$ cat config.mk
export PLATFORM = sky130hd
export DESIGN_NAME = hbc_ram
export DESIGN_NICKNAME = d
export VERILOG_FILES = /design/src/hdl/hbc_ram.sv
export SDC_FILE = /design/constraint.sdc
export NUM_CORES = 1
export LEC_CHECK = 0
export BUFFER_PORTS_ARGS = -buffer_cell sky130_fd_sc_hd__buf_4
export CORE_UTILIZATION = 45
export DETAILED_ROUTE_END_ITERATION = 12
export HOLD_SLACK_MARGIN = 0.02
export SLEW_MARGIN = 20
export SYNTH_ARGS = -nofsm -noshare
export SYNTH_HDL_FRONTEND = slang
export SYNTH_SLANG_ARGS = --single-unit
$ cat constraint.sdc
create_clock -name clk_i -period 3.6 [get_ports clk_i]
set_input_delay 1.08 -clock clk_i [delete_from_list [all_inputs] [get_ports clk_i]]
set_output_delay 1.08 -clock clk_i [all_outputs]
set_load 0.05 [all_outputs]
$ cat src/hdl/hbc_ram.sv
`default_nettype none
module hbc_ram #(
  parameter int Width = 8,
  parameter int Depth = 32
) (
  input  wire logic                     clk_i,
  input  wire logic                     we_i,
  input  wire logic [$clog2(Depth)-1:0] waddr_i,
  input  wire logic [Width-1:0]         wdata_i,
  input  wire logic                     re_i,
  input  wire logic [$clog2(Depth)-1:0] raddr_i,
  output logic      [Width-1:0]         rdata_o
);

  logic [Width-1:0] mem_q [Depth];
  logic [Width-1:0] rdata_q;

  // Single write port, registered read port
  always_ff @(posedge clk_i) begin
    if (we_i) begin
      mem_q[waddr_i] <= wdata_i;
    end
    if (re_i) begin
      rdata_q <= mem_q[raddr_i];
    end
  end

  assign rdata_o = rdata_q;

endmodule
`default_nettype wire

==> impl_results.md <==
* Run status: complete, but fails checks
* Violated checks: DRC
* Average instance area after synthesis at between 20 and 25 µm²
* Signal arrival time at the worst endpoint at ~2900 ps
* Endpoints failing setup at 0
* Layout area overhead at 15.8%
* Tot Pwr at between 6 and 7 mW
* Rel. slew slack at 0.323
* Min Tclk post-route at around 2600 ps
* Post-CTS setup buffer count at 0
* Clock H-tree levels at 1
* CP top delay family: multiplexers
* Starting DRT DRC Count at 420
* Final RePlAce weighted congestion at 0.735
* Number of pins exceeding their max-slew limit in the final report at 0
* Vert. Die Dim at 152 µm
* Post-route antenna net violation count at 0
* Clock tree buffer depth at 3
* Crit path required time at approximately 3900 ps
* Post-CTS Hold Buffers at 0
* Maximum number of pins on one net before global-route repair at 38
* Root Buffer: sky130_fd_sc_hd__clkbuf_16
* Simple logic cell fraction of the synthesized area at 0.0205
* Flop and latch count out of synthesis at 264
* Number of antenna diodes at 0
* Yosys Warn Count at 0
* Proportion of synthesized area in mux cells at 0.187
* Fraction of post-synthesis cell area in the top cell type by area at 0.782
* RSZ-0062 raised after global routing: no
* Number of max-cap violations at 0
* Most repeated library cell on the critical path: sky130_fd_sc_hd__mux4_2
* Area fraction in compound gates after synthesis at 0
* Cells taking the most area after synthesis: sky130_fd_sc_hd__edfxtp_1 (78%), sky130_fd_sc_hd__mux4_2 (18%), sky130_fd_sc_hd__nor2_1 (1.2%)
* Final net count at 507
* Quantity of I/O buffers inserted on ports at 28
* Final routed wire length divided by cell count at between 20 and 30 µm
* Leak pwr at about 3.7 nW
* Cell Count, Final, Fillers Out at between 700 and 800
* Total Routing Usage GR at 0.196
* PD cells at roughly 560 nW/µm²
* Startpoint type of the worst setup path: primary input
* Clock slew seen by the registers of the worst setup and hold paths at around 60 ps
* Area share of fa/ha/maj cells after synthesis at 0
* Number of antenna violations at the first check in global routing at 0
* Worst VDD drop at slightly above 0.0004 V
* Routed via count at 4617
* Die footprint at approximately 23000 µm²
* CORE AREA at between 20000 and 25000 µm²
* CTS tree: done
* Critical path endpoint category: register
* Pre-antenna DRT Iters at 8
* Longest individual stage delay on the worst path at roughly 600 ps
* Largest fanout on the critical path at 28
* Number of filler cells placed in the layout at 1642
* Cts repair resizes at 0
* Boundary Pins at 29
* Syn Nets at 438
* Hold/Removal Path Class: primary input to register
* Die Span X at 152 µm
* Main combinational cell family by area after synthesis: multiplexers
* Total Neg Setup Slack at 0 ps
* Sequence of cells on the critical path: buf_4 -> buf_12 -> mux4_2 -> mux4_2 -> mux2_2
* Sequential fraction of the synthesis area at 0.782
* Synth unique cells at 14
* Initial cell density of the core at 0.461
* Mapped Area at between 10000 and 15000 µm²
* Routed WL at around 22 mm
* Vias per inst at 5.87
* Worst-Margin Slew at 1010 ps
* Endpoints failing hold at 0
* Post-Place Cells at between 700 and 800
* CTS Sinks at around 260
* Largest area contributor in the netlist: sky130_fd_sc_hd__edfxtp_1
* Num CTS Buffers at 27
* Global-route wire length before repair at roughly 32 mm
* Clock latency on the worst-skew pair at approximately 540 ps
* Final worst clock skew at about 6.6 ps
* Overflow left after global routing at 0
* Crit path kind: primary input to register
* HPWL after detailed placement at between 10 and 15 mm
* Final worst path period share at 0.725
* Via count of the first global-routing pass at between 4k and 5k
* Site Rows at 54
* Slowest-stage cell, CP: sky130_fd_sc_hd__mux4_2
* Fraction of layout instances using a drive strength above 1 at 0.375
* Buffering stage count on the worst path with inverters included at 2
* Gate Count Post-Synth at 417
* Maximum achievable frequency at roughly 380 MHz
* Final routed DRC violation total at 6
* Synthesized-area fraction occupied by xor and xnor cells at 0
-- worst reg2reg max path, delay by kind of cell (launching register included) --
| kind | cells | cell delay (ps) |
|---|---|---|
| flip-flops | 1 | 360 |
| multiplexers | 3 | 1330 |
-- worst paths after layout --
| path | cells after the start | endpoint | slack, ps | from |
|---|---|---|---|---|
| max | 5 | rdata_o[1]$_DFFE_PP_ | 990 | raddr_i[0] |
| min | 1 | rdata_o[4]$_DFFE_PP_ | 890 | re_i |
| max reg2reg | 3 | rdata_o[1]$_DFFE_PP_ | 1650 | mem_q[14][1]$_DFFE_PP_ |
| min reg2reg | 3 | rdata_o[4]$_DFFE_PP_ | 980 | mem_q[18][4]$_DFFE_PP_ |
-- logic make-up (layout without fill, tap and decap cells) --
kind of cell	Yosys count	after routing
and+or+nand+nor	45	45
DFF	264	264
muxes	88	88
buffers and inverters	20	110
-- routing by layer --
layer	vias to the layer above	routed length, µm	GRT usage
li1	1927	-	-
met1	2459	9200	0.281
met2	199	10600	0.313
met3	32	1670	0.0357
met4	0	454	0.0549
met5	-	0	0
-- cell usage after synthesis, drive strengths merged --
| cell type | n |
|---|---|
| edfxtp | 264 |
| mux4 | 80 |
| nor2 | 33 |
| buf | 14 |
| mux2 | 8 |
| clkbuf | 6 |
| nand3b | 5 |
| or3b | 3 |
| nand3 | 2 |
| nand2 | 1 |
| or3 | 1 |
-- cells in the final DEF (no fill, tap or decap), types with 4 or more instances in the layout --
master,Yosys,routed
sky130_fd_sc_hd__mux2_2,8,8
sky130_fd_sc_hd__nand3b_1,5,5
sky130_fd_sc_hd__buf_4,6,57
sky130_fd_sc_hd__mux4_2,80,80
sky130_fd_sc_hd__clkbuf_1,6,7
sky130_fd_sc_hd__clkinv_2,0,7
sky130_fd_sc_hd__nor2_1,33,33
sky130_fd_sc_hd__clkbuf_16,0,27
sky130_fd_sc_hd__edfxtp_1,264,264
sky130_fd_sc_hd__clkinv_1,0,4
-- power breakdown --
group	total, mW	switching, mW	internal, mW
logic	0.360	0.206	0.153
registers	3.45	0.0159	3.43
clock network	2.73	1.12	1.61
-- layout make-up --
| class | count | area, µm² | share of cell area |
|---|---|---|---|
| clock buffers | 34 | 702 | 0.0598 |
| clock inverters | 16 | 171 | 0.0146 |
| multi-input cells | 133 | 2100 | 0.179 |
| flip-flops and latches | 264 | 7930 | 0.675 |
| well taps | 280 | 350 | 0.0298 |
| repair buffers | 60 | 488 | 0.0416 |
-- through the flow --
stage	setup WS [ps]	instance area (µm²)	utilization	hold slack, ps
after detailed placement	439	10900	0.495	962
after CTS	996	11700	0.535	876
after global placement	428	10900	0.495	957
after floorplan	578	10100	-	941
after global routing	947	11700	0.535	886
final	991	11700	0.535	892
-- state kept, by name, summed over array words and instances (netlist names) --
signal	cells
rdata_o	8
mem_q	256
Note: power is estimated with default switching activity, not from simulation.
