## config.mk

```make
export PLATFORM = sky130hd
export DESIGN_NAME = hbc_hash
export DESIGN_NICKNAME = d
export VERILOG_FILES = /design/src/hdl/hbc_pkg.sv /design/src/hdl/hbc_hash.sv
export SDC_FILE = /design/constraint.sdc
export NUM_CORES = 1
export LEC_CHECK = 0
export ABC_AREA = 1
export BUFFER_PORTS_ARGS = -buffer_cell sky130_fd_sc_hd__clkbuf_2
export CAP_MARGIN = 10
export CELL_PAD_IN_SITES_DETAIL_PLACEMENT = 1
export CELL_PAD_IN_SITES_GLOBAL_PLACEMENT = 1
export CORE_MARGIN = 3
export CORE_UTILIZATION = 42
export CTS_CLUSTER_DIAMETER = 50
export DETAILED_ROUTE_END_ITERATION = 6
export HOLD_SLACK_MARGIN = 0.06
export PLACE_DENSITY_LB_ADDON = 0.1
export SLEW_MARGIN = 40
export SYNTH_ARGS = -nofsm -noshare
export SYNTH_HDL_FRONTEND = slang
export SYNTH_SLANG_ARGS = --single-unit
```

## constraint.sdc

```tcl
create_clock -name clk_i -period 3.39 [get_ports clk_i]
set_input_delay 0.1695 -clock clk_i [delete_from_list [all_inputs] [get_ports clk_i]]
set_output_delay 0.1695 -clock clk_i [all_outputs]
set_load 0.05 [all_outputs]
```

## src/hdl/hbc_pkg.sv

```systemverilog
`default_nettype none
package hbc_pkg;

  localparam int NUM_ENTRIES = 32;
  localparam int NUM_BUCKETS = 13;

  // Fixed field widths
  localparam int DEV_W  = 8;
  localparam int BLK_W  = 32;
  localparam int IDX_W  = 5;
  localparam int TICK_W = 32;
  localparam int RCNT_W = 8;
  localparam int BKT_W  = 4;

  // Derived sizes
  localparam int ENT_W   = $clog2(NUM_ENTRIES);
  localparam int USED_W  = $clog2(NUM_ENTRIES + 1);
  localparam int NIB_CNT = BLK_W / 4;
  localparam int NIB_W   = $clog2(NIB_CNT);

  localparam logic [RCNT_W-1:0] RCNT_MAX = '1;

  typedef enum logic [1:0] {
    MODE_GET     = 2'd0,
    MODE_RELEASE = 2'd1,
    MODE_PIN     = 2'd2,
    MODE_UNPIN   = 2'd3
  } mode_e;

  typedef enum logic [1:0] {
    STAT_OK      = 2'd0,
    STAT_NO_FREE = 2'd1,
    STAT_ZERO    = 2'd2
  } status_e;

  typedef enum logic [2:0] {
    S_IDLE,
    S_HASH,
    S_SCAN,
    S_ALLOC,
    S_OPRD,
    S_DONE
  } state_e;

  // One table entry as stored in the RAM
  typedef struct packed {
    logic [DEV_W-1:0]  dev;
    logic [BLK_W-1:0]  blk;
    logic [RCNT_W-1:0] cnt;
    logic [TICK_W-1:0] rtime;
    logic              vld;
    logic [BKT_W-1:0]  home;
  } entry_t;

  localparam int ENTRY_W = $bits(entry_t);

  // Hash unit handshake toward the controller
  typedef struct packed {
    logic             done;
    logic [BKT_W-1:0] home;
  } hash_rsp_t;

  // One remainder step: (r * 16 + nib) mod NUM_BUCKETS, r already reduced
  function automatic logic [BKT_W-1:0] bkt_step(logic [BKT_W-1:0] r, logic [3:0] nib);
    logic [BKT_W+4:0] v;
    logic [BKT_W+4:0] m;
    v = {1'b0, r, nib};
    for (int s = 4; s >= 0; s--) begin
      m = (BKT_W + 5)'(NUM_BUCKETS) << s;
      if (v >= m) begin
        v = v - m;
      end
    end
    return v[BKT_W-1:0];
  endfunction

endpackage
`default_nettype wire

```

## src/hdl/hbc_hash.sv

```systemverilog
`default_nettype none
module hbc_hash import hbc_pkg::*; (
  input  wire logic             clk_i,
  input  wire logic             rst_ni,
  input  wire logic             start_i,
  input  wire logic [BLK_W-1:0] blk_i,
  output hash_rsp_t             rsp_o
);

  logic             busy_q, busy_d;
  logic             done_q, done_d;
  logic [NIB_W-1:0] cnt_q, cnt_d;
  logic [BLK_W-1:0] sh_q, sh_d;
  logic [BKT_W-1:0] rem_q, rem_d;

  // Block number mod bucket count, one nibble per cycle, MSB first
  always_comb begin
    busy_d = busy_q;
    done_d = 1'b0;
    cnt_d  = cnt_q;
    sh_d   = sh_q;
    rem_d  = rem_q;
    if (start_i) begin
      busy_d = 1'b1;
      cnt_d  = '0;
      sh_d   = blk_i;
      rem_d  = '0;
    end else if (busy_q) begin
      rem_d = bkt_step(rem_q, sh_q[BLK_W-1 -: 4]);
      sh_d  = sh_q << 4;
      cnt_d = cnt_q + 1'b1;
      if (cnt_q == NIB_W'(NIB_CNT - 1)) begin
        busy_d = 1'b0;
        done_d = 1'b1;
      end
    end
  end

  always_ff @(posedge clk_i or negedge rst_ni) begin
    if (!rst_ni) begin
      busy_q <= 1'b0;
      done_q <= 1'b0;
      cnt_q  <= '0;
    end else begin
      busy_q <= busy_d;
      done_q <= done_d;
      cnt_q  <= cnt_d;
    end
  end

  always_ff @(posedge clk_i) begin
    sh_q  <= sh_d;
    rem_q <= rem_d;
  end

  assign rsp_o.done = done_q;
  assign rsp_o.home = rem_q;

endmodule
`default_nettype wire

```

==> results.sh, run 1 <==
export IMPL_drtAntennaViolNets=0
export IMPL_p_comb_share_pct=61.4
export IMPL_io_buffers=39
export IMPL_setup_viol=0
export IMPL_critPathKind="flop to flop"
export IMPL_finalSetupTns_ns=0
export IMPL_fin_nets=369
export IMPL_antenna_found_initial=0
export IMPL_die_y_um=81.9
export IMPL_place_area_mm2=0.00267
export IMPL_final_util_pct=51.9
export IMPL_num_rows=26
export IMPL_p_leak_nw=1.45
export IMPL_syn_area_mm2=0.00242
export IMPL_synthCells=292
export IMPL_initial_core_util_pct=45.3
export IMPL_total_power_w=0.00248
export IMPL_clk_pin_slew_worst_paths_ns=0.08
export IMPL_grt_ovfl_total=0
export IMPL_crit_path_start_kind="flop"
export IMPL_area_growth_pct=14.5
export IMPL_drcViolationCount=0
export IMPL_seqPwrFrac_pct=26.5
export IMPL_synth_seq_area_share_pct=48.2
export IMPL_ys_warn_count=0
export IMPL_cts_num_sinks=41
export IMPL_dr_pass1_iters=4
export IMPL_timing_critical_path_required_ns=3.57
export IMPL_synth_edf_count=32
export IMPL_dieArea_mm2=0.00670
export IMPL_yosysMostFrequentCell="nand2_1"
export IMPL_finalCriticalPeriod_ns=2.99
export IMPL_p_per_area_mw_per_mm2=895
export IMPL_clock_path_buffers=2
export IMPL_yosys_area_top_type="edfxtp_1"
export IMPL_post_cts_setup_buffers=0
export IMPL_crit_path_end_kind="flop"
export IMPL_vias_per_cell=4.91
export IMPL_ctsHtreeMaxLevel=2
export IMPL_worst_pin_slew_ns=0.736
export IMPL_p_sw_w=0.00120
export IMPL_core_mm2=0.00534
export IMPL_slew_viol_final=0
export IMPL_grt_pass1_wl_um=9280
export IMPL_rsz0062_at_grt="no"
export IMPL_syn_avg_cell_area_um2=8.28
export IMPL_n_antenna_cell=0
export IMPL_swShare_pct=48.4
export IMPL_internal_power_w=0.00128
export IMPL_cts_tree="built"
export IMPL_fin_crit_sh_pct=88.1
export IMPL_status="completed"
export IMPL_hold_class="input pin to flop"
export IMPL_vias=1967
export IMPL_grt_pass1_vias=2097
export IMPL_design_portCount=40
export IMPL_fin_worst_skew_ns=0.0116
export IMPL_gp_congestion=0.793
export IMPL_die_w_um=81.9
export IMPL_yosys_top_cells_area="edfxtp_1, nand2_1, dfrtp_1"
export IMPL_wl_um=5290
export IMPL_syn_num_nets=330
export IMPL_drtIter0Drc=57
export IMPL_yosys_top_cells_count="nand2_1, edfxtp_1, inv_1"
export IMPL_design_area_mm2=0.00277
export IMPL_synth_cell_types=32
export IMPL_grt_use_total_pct=17.9
export IMPL_drive_above_1_share_pct=26.0
export IMPL_final_hold_violation_count=0
export IMPL_cts_root_buffer="clkbuf_8"
export IMPL_synth_top_cell_area_share_pct=39.8
export IMPL_power_frac_clock_pct=12.1
export IMPL_synthArstFlopShare_pct=12.2
export IMPL_hpwl_um=4020
export IMPL_drv_cap=0
export IMPL_synth_ff_type="edfxtp_1"
export IMPL_slew_headroom_pct=50.9
export IMPL_path_max_fanout=6
export IMPL_grt_max_degree=39
export IMPL_insertion_delay_ns=0.28
export IMPL_synth_seq_cells=41
export IMPL_cts_made_buffers=5
export IMPL_fmax_mhz=335
export IMPL_wl_per_cell_um=13.2
export IMPL_critical_path_arrival_ns=3.17
export IMPL_peakVddDrop_mv=0.439
==> cell type report <==
type,instances,area (µm²)
fill,691,2570
multi-input combinational,214,1110
inverter,28,106
sequential,41,1170
clock buffer,5,68.8
clock inverter,2,11.3
tap,70,87.6
timing repair buffer,41,213
==> state kept, by name, summed over array words and instances, names as in the netlist <==
name	count
busy_q	1
rem_q	4
cnt_q	3
sh_q	32
done_q	1
==> power groups by stage <==
stage / Sequential [W] / Combinational (W) / Clock (W)
final: 0.000655 / 0.00152 / 0.000301
after global placement: 0.000663 / 0.00148 / 0
after CTS: 0.000654 / 0.00151 / 0.000309
after global routing: 0.000664 / 0.00173 / 0.000330
after floorplan: 0.000716 / 0.00118 / 0
after detailed placement: 0.000665 / 0.00150 / 0
==> routing by layer <==
metal	track usage, %	share of wire (%)	vias to the layer above
met1	21.8	45	919
met4	5.15	1.1	0
met3	3.51	2.6	6
met2	31.8	51	29
li1	-	-	1013
met5	0	0	-
==> metrics by stage <==
| step | worst slack, ns | instances | hold WS (ns) |
|---|---|---|---|
| after floorplan | 0.329 | 292 | -0.126 |
| after global placement | 0.319 | 393 | -0.00767 |
| after detailed placement | 0.292 | 393 | -0.00549 |
| after CTS | 0.264 | 401 | 0.129 |
| after global routing | 0.0831 | 401 | 0.140 |
| final | 0.403 | 401 | 0.139 |
==> worst max-delay path, stage by stage, from the launching register on <==
cell and delay (ns):
dfxtp_2 0.39, inv_2 0.09, ha_1 0.21, nor2_2 0.18
a21oi_4 0.11, a21oi_2 0.23, nand2_2 0.11, nand2_1 0.08
nand2_2 0.09, nor2_4 0.13, nand2_4 0.08, nand3_4 0.11
nand2_2 0.08, a21oi_4 0.20, o21ai_1 0.10, nand2_1 0.06
nand2_1 0.08, a21oi_4 0.19, nand2_2 0.09, nand2_1 0.07
nand3_1 0.08, nand2_1 0.07, inv_1 0.04
==> worst paths after layout <==
kind,slack [ns],cells past startpoint,end,start
setup / recovery,0.40,22,rem_q[1],rem_q[0]
hold / removal,0.14,3,sh_q[3],blk_i[3]
setup reg to reg,0.40,22,rem_q[1],rem_q[0]
hold reg to reg,0.52,2,sh_q[28],sh_q[24]
max in group asynchronous,3.04,2,busy_q,rst_ni
min in group asynchronous,0.22,2,cnt_q[0],rst_ni
==> timing repair <==
action	in CTS	in global routing
endpoints found under the hold margin	5	0
hold buffers	1	0
gates resized for setup	0	2
endpoints found under the setup margin	0	2
==> cell families after synthesis <==
| group | after synthesis | synth area share [%] |
|---|---|---|
| XOR/XNOR | 3 | 1.66 |
| flip-flops | 41 | 48.2 |
| adder cells (fa/ha/maj) | 3 | 1.55 |
| AO/OA/AOI/OAI | 16 | 5.02 |
| buffers and inverters | 37 | 6.00 |
| AND/OR/NAND/NOR | 192 | 37.5 |
==> cell usage in the layout (no fill, tap or decap), drive strengths merged, types with 5 or more instances in the layout <==
cell type | Yosys | final
nor2 | 10 | 10
nand2 | 148 | 148
inv | 27 | 27
edfxtp | 32 | 32
clkbuf | 6 | 44
dfrtp | 5 | 5
nand3 | 26 | 26
nand4 | 5 | 5
o21ai | 5 | 5
a21oi | 9 | 9
Note: power is estimated with default switching activity, not from simulation.
==> run 2: changes to the inputs <==
- CAP_MARGIN: 10 -> 20
- CORE_MARGIN: 3 -> default
- CORE_UTILIZATION: 42 -> 43
- CTS_BUF_LIST: default -> sky130_fd_sc_hd__clkbuf_4 sky130_fd_sc_hd__clkbuf_8
==> results.sh, run 2 (same netlist as run 1, synthesis figures left out) <==
export IMPL_path_max_fanout=6
export IMPL_design_portCount=40
export IMPL_top_register="sh_q"
export IMPL_crit_path_start_kind="flop"
export IMPL_grt_max_degree=39
export IMPL_layout_common_cells="nand2_1, clkbuf_2, edfxtp_1"
export IMPL_timing_critical_path_required_ns=3.58
export IMPL_insertion_delay_ns=0.29
export IMPL_slew_headroom_pct=48.5
export IMPL_slowest_stage="dfxtp_1"
export IMPL_grt_ovfl_total=0
export IMPL_fin_ws_ns=0.331
export IMPL_grt_use_total_pct=19.2
export IMPL_n_antenna_cell=0
export IMPL_peakVddDrop_mv=0.409
export IMPL_num_rows=26
export IMPL_slowest_delay_ns=0.44
export IMPL_drcViolationCount=0
export IMPL_crit_path_cell_trace="inv_2 -> ha_1 -> nor2_2 -> nand3_1 -> nand2_1 -> nor2_1 -> nand2_2 -> nand2_2 -> nand2_1 -> nand2_2 -> nor2_4 -> nand2_4 -> nand3_4 -> nand2_2 -> a21oi_4 -> o21ai_1 -> nand2_1 -> nand2_1 -> a21oi_2 -> nand2_2 -> nand2_1 -> nand3_1 -> nand2_1 -> inv_1"
export IMPL_whs_endpoint="sh_q[2]"
export IMPL_drtIter0Drc=36
export IMPL_grt_pass1_wl_um=8940
export IMPL_cts_made_buffers=5
export IMPL_status="completed"
export IMPL_r2r_cells=24
export IMPL_initial_core_util_pct=45.9
export IMPL_cts_num_sinks=41
export IMPL_ctsHtreeMaxLevel=2
export IMPL_drive_above_1_share_pct=26.2
export IMPL_area_growth_pct=16.1
export IMPL_finalCriticalPeriod_ns=3.06
export IMPL_wl_um=5270
export IMPL_slew_viol_final=0
export IMPL_largestRegisters="sh_q: 32 flops, rem_q: 4 flops, cnt_q: 3 flops"
export IMPL_setup_viol=0
export IMPL_final_hold_violation_count=0
export IMPL_multi_input_area_mm2=0.00111
export IMPL_fin_worst_skew_ns=0.00973
export IMPL_core_mm2=0.00527
export IMPL_final_util_pct=53.3
export IMPL_vias=1967
export IMPL_min_delay_start="blk_i[2]"
export IMPL_die_w_um=77.0
export IMPL_critPathKind="flop to flop"
export IMPL_gp_congestion=0.841
export IMPL_fmax_mhz=327
export IMPL_crit_buf_inv=2
export IMPL_min_path_cells=3
export IMPL_hold_class="input pin to flop"
export IMPL_r2r_start="rem_q[0]"
export IMPL_antenna_found_initial=0
export IMPL_clock_path_buffers=2
export IMPL_pre_cts_slack_ns=0.318
export IMPL_cp_top_family="simple AND/OR/NAND/NOR gates"
export IMPL_cts_root_buffer="clkbuf_8"
export IMPL_hpwl_um=3940
export IMPL_layout_commonest_cell="nand2_1"
export IMPL_rrSetupSlack_ns=0.33
export IMPL_wl_per_cell_um=13.1
export IMPL_die_y_um=77.0
export IMPL_p_leak_nw=1.47
export IMPL_fin_nets=369
export IMPL_dieArea_mm2=0.00593
export IMPL_cts_tree="built"
export IMPL_grt_pass1_vias=1978
export IMPL_seq_area_mm2=0.00117
export IMPL_largest_reg_flops=32
export IMPL_fill_cells=681
export IMPL_worst_pin_slew_ns=0.773
export IMPL_p_per_area_mw_per_mm2=919
export IMPL_dr_pass1_iters=4
export IMPL_r2r_end="rem_q[1]"
export IMPL_fin_crit_sh_pct=90.2
export IMPL_clk_pin_slew_worst_paths_ns=0.09
export IMPL_vias_per_cell=4.89
export IMPL_critical_path_arrival_ns=3.25
export IMPL_drv_cap=0
export IMPL_crit_path_end_kind="flop"
export IMPL_cpMostUsedCell="nand2_1"
export IMPL_drtAntennaViolNets=0
export IMPL_io_buffers=39
run 2: changes by cell type in the layout (fill, tap and decap cells not counted), sizes merged:
| cell | before | now |
|---|---|---|
| clkbuf | 44 | 45 |
| clkinv | 2 | 1 |
| bufinv | 0 | 1 |
run 2: layer usage:
| metal | vias to the layer above | global-route usage [%] | share of wire (%) |
|---|---|---|---|
| met5 | - | 0 | 0 |
| met4 | 0 | 5.66 | 0.82 |
| met3 | 4 | 4.05 | 3.2 |
| met2 | 29 | 33.4 | 49 |
| met1 | 923 | 23.7 | 47 |
| li1 | 1011 | - | - |
run 2: where the power goes:
| part | total [W] | switching, W | internal (W) | leakage, nW |
|---|---|---|---|---|
| clock network | 0.000418 | 0.000178 | 0.000240 | 0.0574 |
| registers | 0.000658 | 0.0000512 | 0.000606 | 0.451 |
| logic | 0.00150 | 0.000983 | 0.000520 | 0.964 |
| total | 0.00258 | 0.00121 | 0.00137 | 1.47 |
run 2: worst register-to-register path, stage by stage (launching register included):
cell and delay, ns:
dfxtp_1 0.44, inv_2 0.10, ha_1 0.21, nor2_2 0.18, nand3_1 0.11, nand2_1 0.10
nor2_1 0.05, nand2_2 0.10, nand2_2 0.08, nand2_1 0.08, nand2_2 0.09, nor2_4 0.13
nand2_4 0.08, nand3_4 0.11, nand2_2 0.08, a21oi_4 0.20, o21ai_1 0.09, nand2_1 0.06
nand2_1 0.05, a21oi_2 0.24, nand2_2 0.10, nand2_1 0.07, nand3_1 0.07, nand2_1 0.08
inv_1 0.04
run 2: timing repair:
action / in CTS / in global routing
setup endpoints to repair: 0 / 1
resized for setup: 0 / 1
hold buffers: 1 / 0
hold endpoints to repair: 5 / 0
buffers inserted: 0 / 0
run 2: how the worst max path moves through the flow:
stage / slack [ns] / cells past startpoint / startpoint / to
after floorplan: 0.33 / 22 / rem_q[1] / rem_q[1]
after global placement: 0.37 / 24 / rem_q[0] / rem_q[1]
after detailed placement: 0.32 / 22 / rem_q[0] / rem_q[1]
after CTS: 0.28 / 22 / rem_q[0] / rem_q[1]
after global routing: -0.0003 / 24 / rem_q[0] / rem_q[1]
final: 0.33 / 24 / rem_q[0] / rem_q[1]
run 2: area by class of cell:
type	count	area share [%]
well taps	70	3.12
multi-input cells	214	39.7
inverters	28	3.79
flip-flops and latches	41	41.6
clock buffers	6	2.94
repair buffers	41	7.58
clock inverters	2	1.34
run 2: metrics by stage:
step / power, W / cell area, µm² / TNS (ns) / hold WS (ns) / instances
floorplan: 0.00190 / 2420 / 0 / -0.126 / 292
global placement: 0.00214 / 2670 / 0 / -0.00907 / 393
detailed placement: 0.00217 / 2670 / 0 / -0.00748 / 393
CTS: 0.00260 / 2800 / 0 / 0.128 / 402
global route: 0.00281 / 2810 / -0.000303 / 0.138 / 402
finish: 0.00258 / 2810 / 0 / 0.139 / 402
==> run 3: changes to the inputs <==
- BUFFER_PORTS_ARGS: -buffer_cell sky130_fd_sc_hd__clkbuf_2 -> -buffer_cell sky130_fd_sc_hd__buf_4
==> results.sh, run 3 (same netlist as run 1, synthesis figures left out) <==
export IMPL_cts_num_sinks=41
export IMPL_critical_path_arrival_ns=3.21
export IMPL_dieArea_mm2=0.00593
export IMPL_drv_cap=0
export IMPL_die_w_um=77.0
export IMPL_clk_pin_slew_worst_paths_ns=0.08
export IMPL_ctsHtreeMaxLevel=2
export IMPL_r2r_end="rem_q[1]"
export IMPL_hpwl_um=3870
export IMPL_place_area_mm2=0.00277
export IMPL_cts_tree="built"
export IMPL_critPathKind="flop to flop"
export IMPL_timing_critical_path_required_ns=3.58
export IMPL_final_util_pct=54.7
export IMPL_largestRegisters="sh_q: 32 flops, rem_q: 4 flops, cnt_q: 3 flops"
export IMPL_final_hold_violation_count=0
export IMPL_fin_worst_skew_ns=0.00584
export IMPL_fmax_mhz=331
export IMPL_vias_per_cell=4.83
export IMPL_fin_crit_sh_pct=89.2
export IMPL_drtIter0Drc=53
export IMPL_dr_pass1_iters=4
export IMPL_cts_root_buffer="clkbuf_8"
export IMPL_die_y_um=77.0
export IMPL_design_area_mm2=0.00288
export IMPL_largest_reg_flops=32
export IMPL_grt_ovfl_total=0
export IMPL_top_register="sh_q"
export IMPL_grt_pass1_wl_um=8920
export IMPL_layout_common_cells="nand2_1, buf_4, edfxtp_1"
export IMPL_crit_path_end_kind="flop"
export IMPL_area_growth_pct=19.2
export IMPL_power_frac_clock_pct=13.3
export IMPL_p_comb_share_pct=60.8
export IMPL_r2r_cells=22
export IMPL_drtAntennaViolNets=0
export IMPL_antenna_found_initial=0
export IMPL_slew_headroom_pct=68.1
export IMPL_design_portCount=40
export IMPL_layout_commonest_cell="nand2_1"
export IMPL_rrSetupSlack_ns=0.37
export IMPL_crit_path_start_kind="flop"
export IMPL_n_antenna_cell=0
export IMPL_insertion_delay_ns=0.29
export IMPL_num_rows=26
export IMPL_r2r_start="rem_q[0]"
export IMPL_worst_pin_slew_ns=0.478
export IMPL_grt_max_degree=39
export IMPL_drive_above_1_share_pct=26.2
export IMPL_fin_nets=369
export IMPL_swShare_pct=47.6
export IMPL_pre_cts_slack_ns=0.305
export IMPL_clock_path_buffers=2
export IMPL_wl_um=5020
export IMPL_io_buffers=39
export IMPL_path_max_fanout=6
export IMPL_p_per_area_mw_per_mm2=878
export IMPL_post_cts_setup_buffers=0
export IMPL_p_sw_w=0.00120
export IMPL_drcViolationCount=0
export IMPL_internal_power_w=0.00132
export IMPL_slew_viol_final=0
export IMPL_grt_use_total_pct=19.0
export IMPL_initial_core_util_pct=45.9
export IMPL_core_mm2=0.00527
export IMPL_setup_viol=0
export IMPL_hold_class="input pin to flop"
export IMPL_vias=1941
export IMPL_peakVddDrop_mv=0.402
export IMPL_rsz0062_at_grt="no"
export IMPL_gp_congestion=0.783
export IMPL_fin_ws_ns=0.366
export IMPL_min_path_cells=3
export IMPL_finalCriticalPeriod_ns=3.02
export IMPL_cts_made_buffers=5
export IMPL_seqPwrFrac_pct=25.9
export IMPL_wl_per_cell_um=12.5
export IMPL_min_delay_start="blk_i[1]"
export IMPL_finalSetupTns_ns=0
export IMPL_whs_endpoint="sh_q[1]"
export IMPL_fill_cells=650
export IMPL_p_leak_nw=1.49
export IMPL_grt_pass1_vias=1985
export IMPL_status="completed"
export IMPL_total_power_w=0.00253
run 3: cell types whose count changed in the layout (fill, tap and decap cells not counted), sizes merged:
cell / change
buf: +39
clkbuf: -39
clkinv: +2
bufinv: -1
clkinvlp: -1
run 3: worst max path at each step:
stage / start / to / slack (ns)
floorplan: rem_q[1] / rem_q[1] / 0.33
global placement: rem_q[0] / rem_q[1] / 0.40
detailed placement: rem_q[0] / rem_q[1] / 0.31
CTS: rem_q[0] / rem_q[1] / 0.29
global route: rem_q[0] / rem_q[1] / 0.02
finish: rem_q[0] / rem_q[1] / 0.37
run 3: worst max-delay path: stages, from the launching register on:
cell,delay [ns]
dfxtp_1,0.42
inv_2,0.10
ha_1,0.21
nor2_2,0.18
a21oi_4,0.11
a21oi_2,0.24
nand2_2,0.11
nand2_1,0.08
nand2_2,0.09
nor2_4,0.13
nand2_4,0.08
nand3_4,0.11
nand2_2,0.08
a21oi_4,0.21
o21ai_1,0.10
nand2_1,0.06
nand2_1,0.08
a21oi_4,0.20
nand2_2,0.09
nand2_1,0.06
nand3_1,0.07
nand2_1,0.07
inv_1,0.04
run 3: power by group through the flow:
stage | Combinational (W) | Sequential [W] | Clock [W]
2_1_floorplan | 0.00118 | 0.000716 | 0
3_3_place_gp | 0.00149 | 0.000665 | 0
3_5_place_dp | 0.00153 | 0.000668 | 0
4_1_cts | 0.00153 | 0.000656 | 0.000344
5_1_grt | 0.00174 | 0.000663 | 0.000369
6_report | 0.00154 | 0.000655 | 0.000336
run 3: layer usage:
metal | vias to the layer above | global-route usage (%) | part of all wire [%]
met3 | 4 | 4.76 | 4.2
met2 | 38 | 31.6 | 49
met5 | - | 0 | 0
met1 | 887 | 24.2 | 46
met4 | 0 | 6.04 | 0.80
li1 | 1012 | - | -
run 3: metrics by stage:
step | hold WS (ns) | std cells
after CTS | 0.127 | 402
after global placement | -0.0257 | 393
after global routing | 0.123 | 402
final | 0.140 | 402
after floorplan | -0.126 | 292
after detailed placement | -0.0273 | 393
run 3: what timing repair did:
action                                  4_1_cts  5_1_grt
endpoints found under the setup margin        0        2
resized for setup                             0        1
hold buffers                                  1        0
endpoints found under the hold margin         5        0
run 3: final cells by class:
cell class,count,area (µm²),area share [%]
clock buffers,6,82.6,2.87
clock inverters,2,13.8,0.478
inverters,28,106,3.69
multi-input cells,214,1110,38.7
flip-flops and latches,41,1170,40.5
well taps,70,87.6,3.04
repair buffers,41,310,10.8
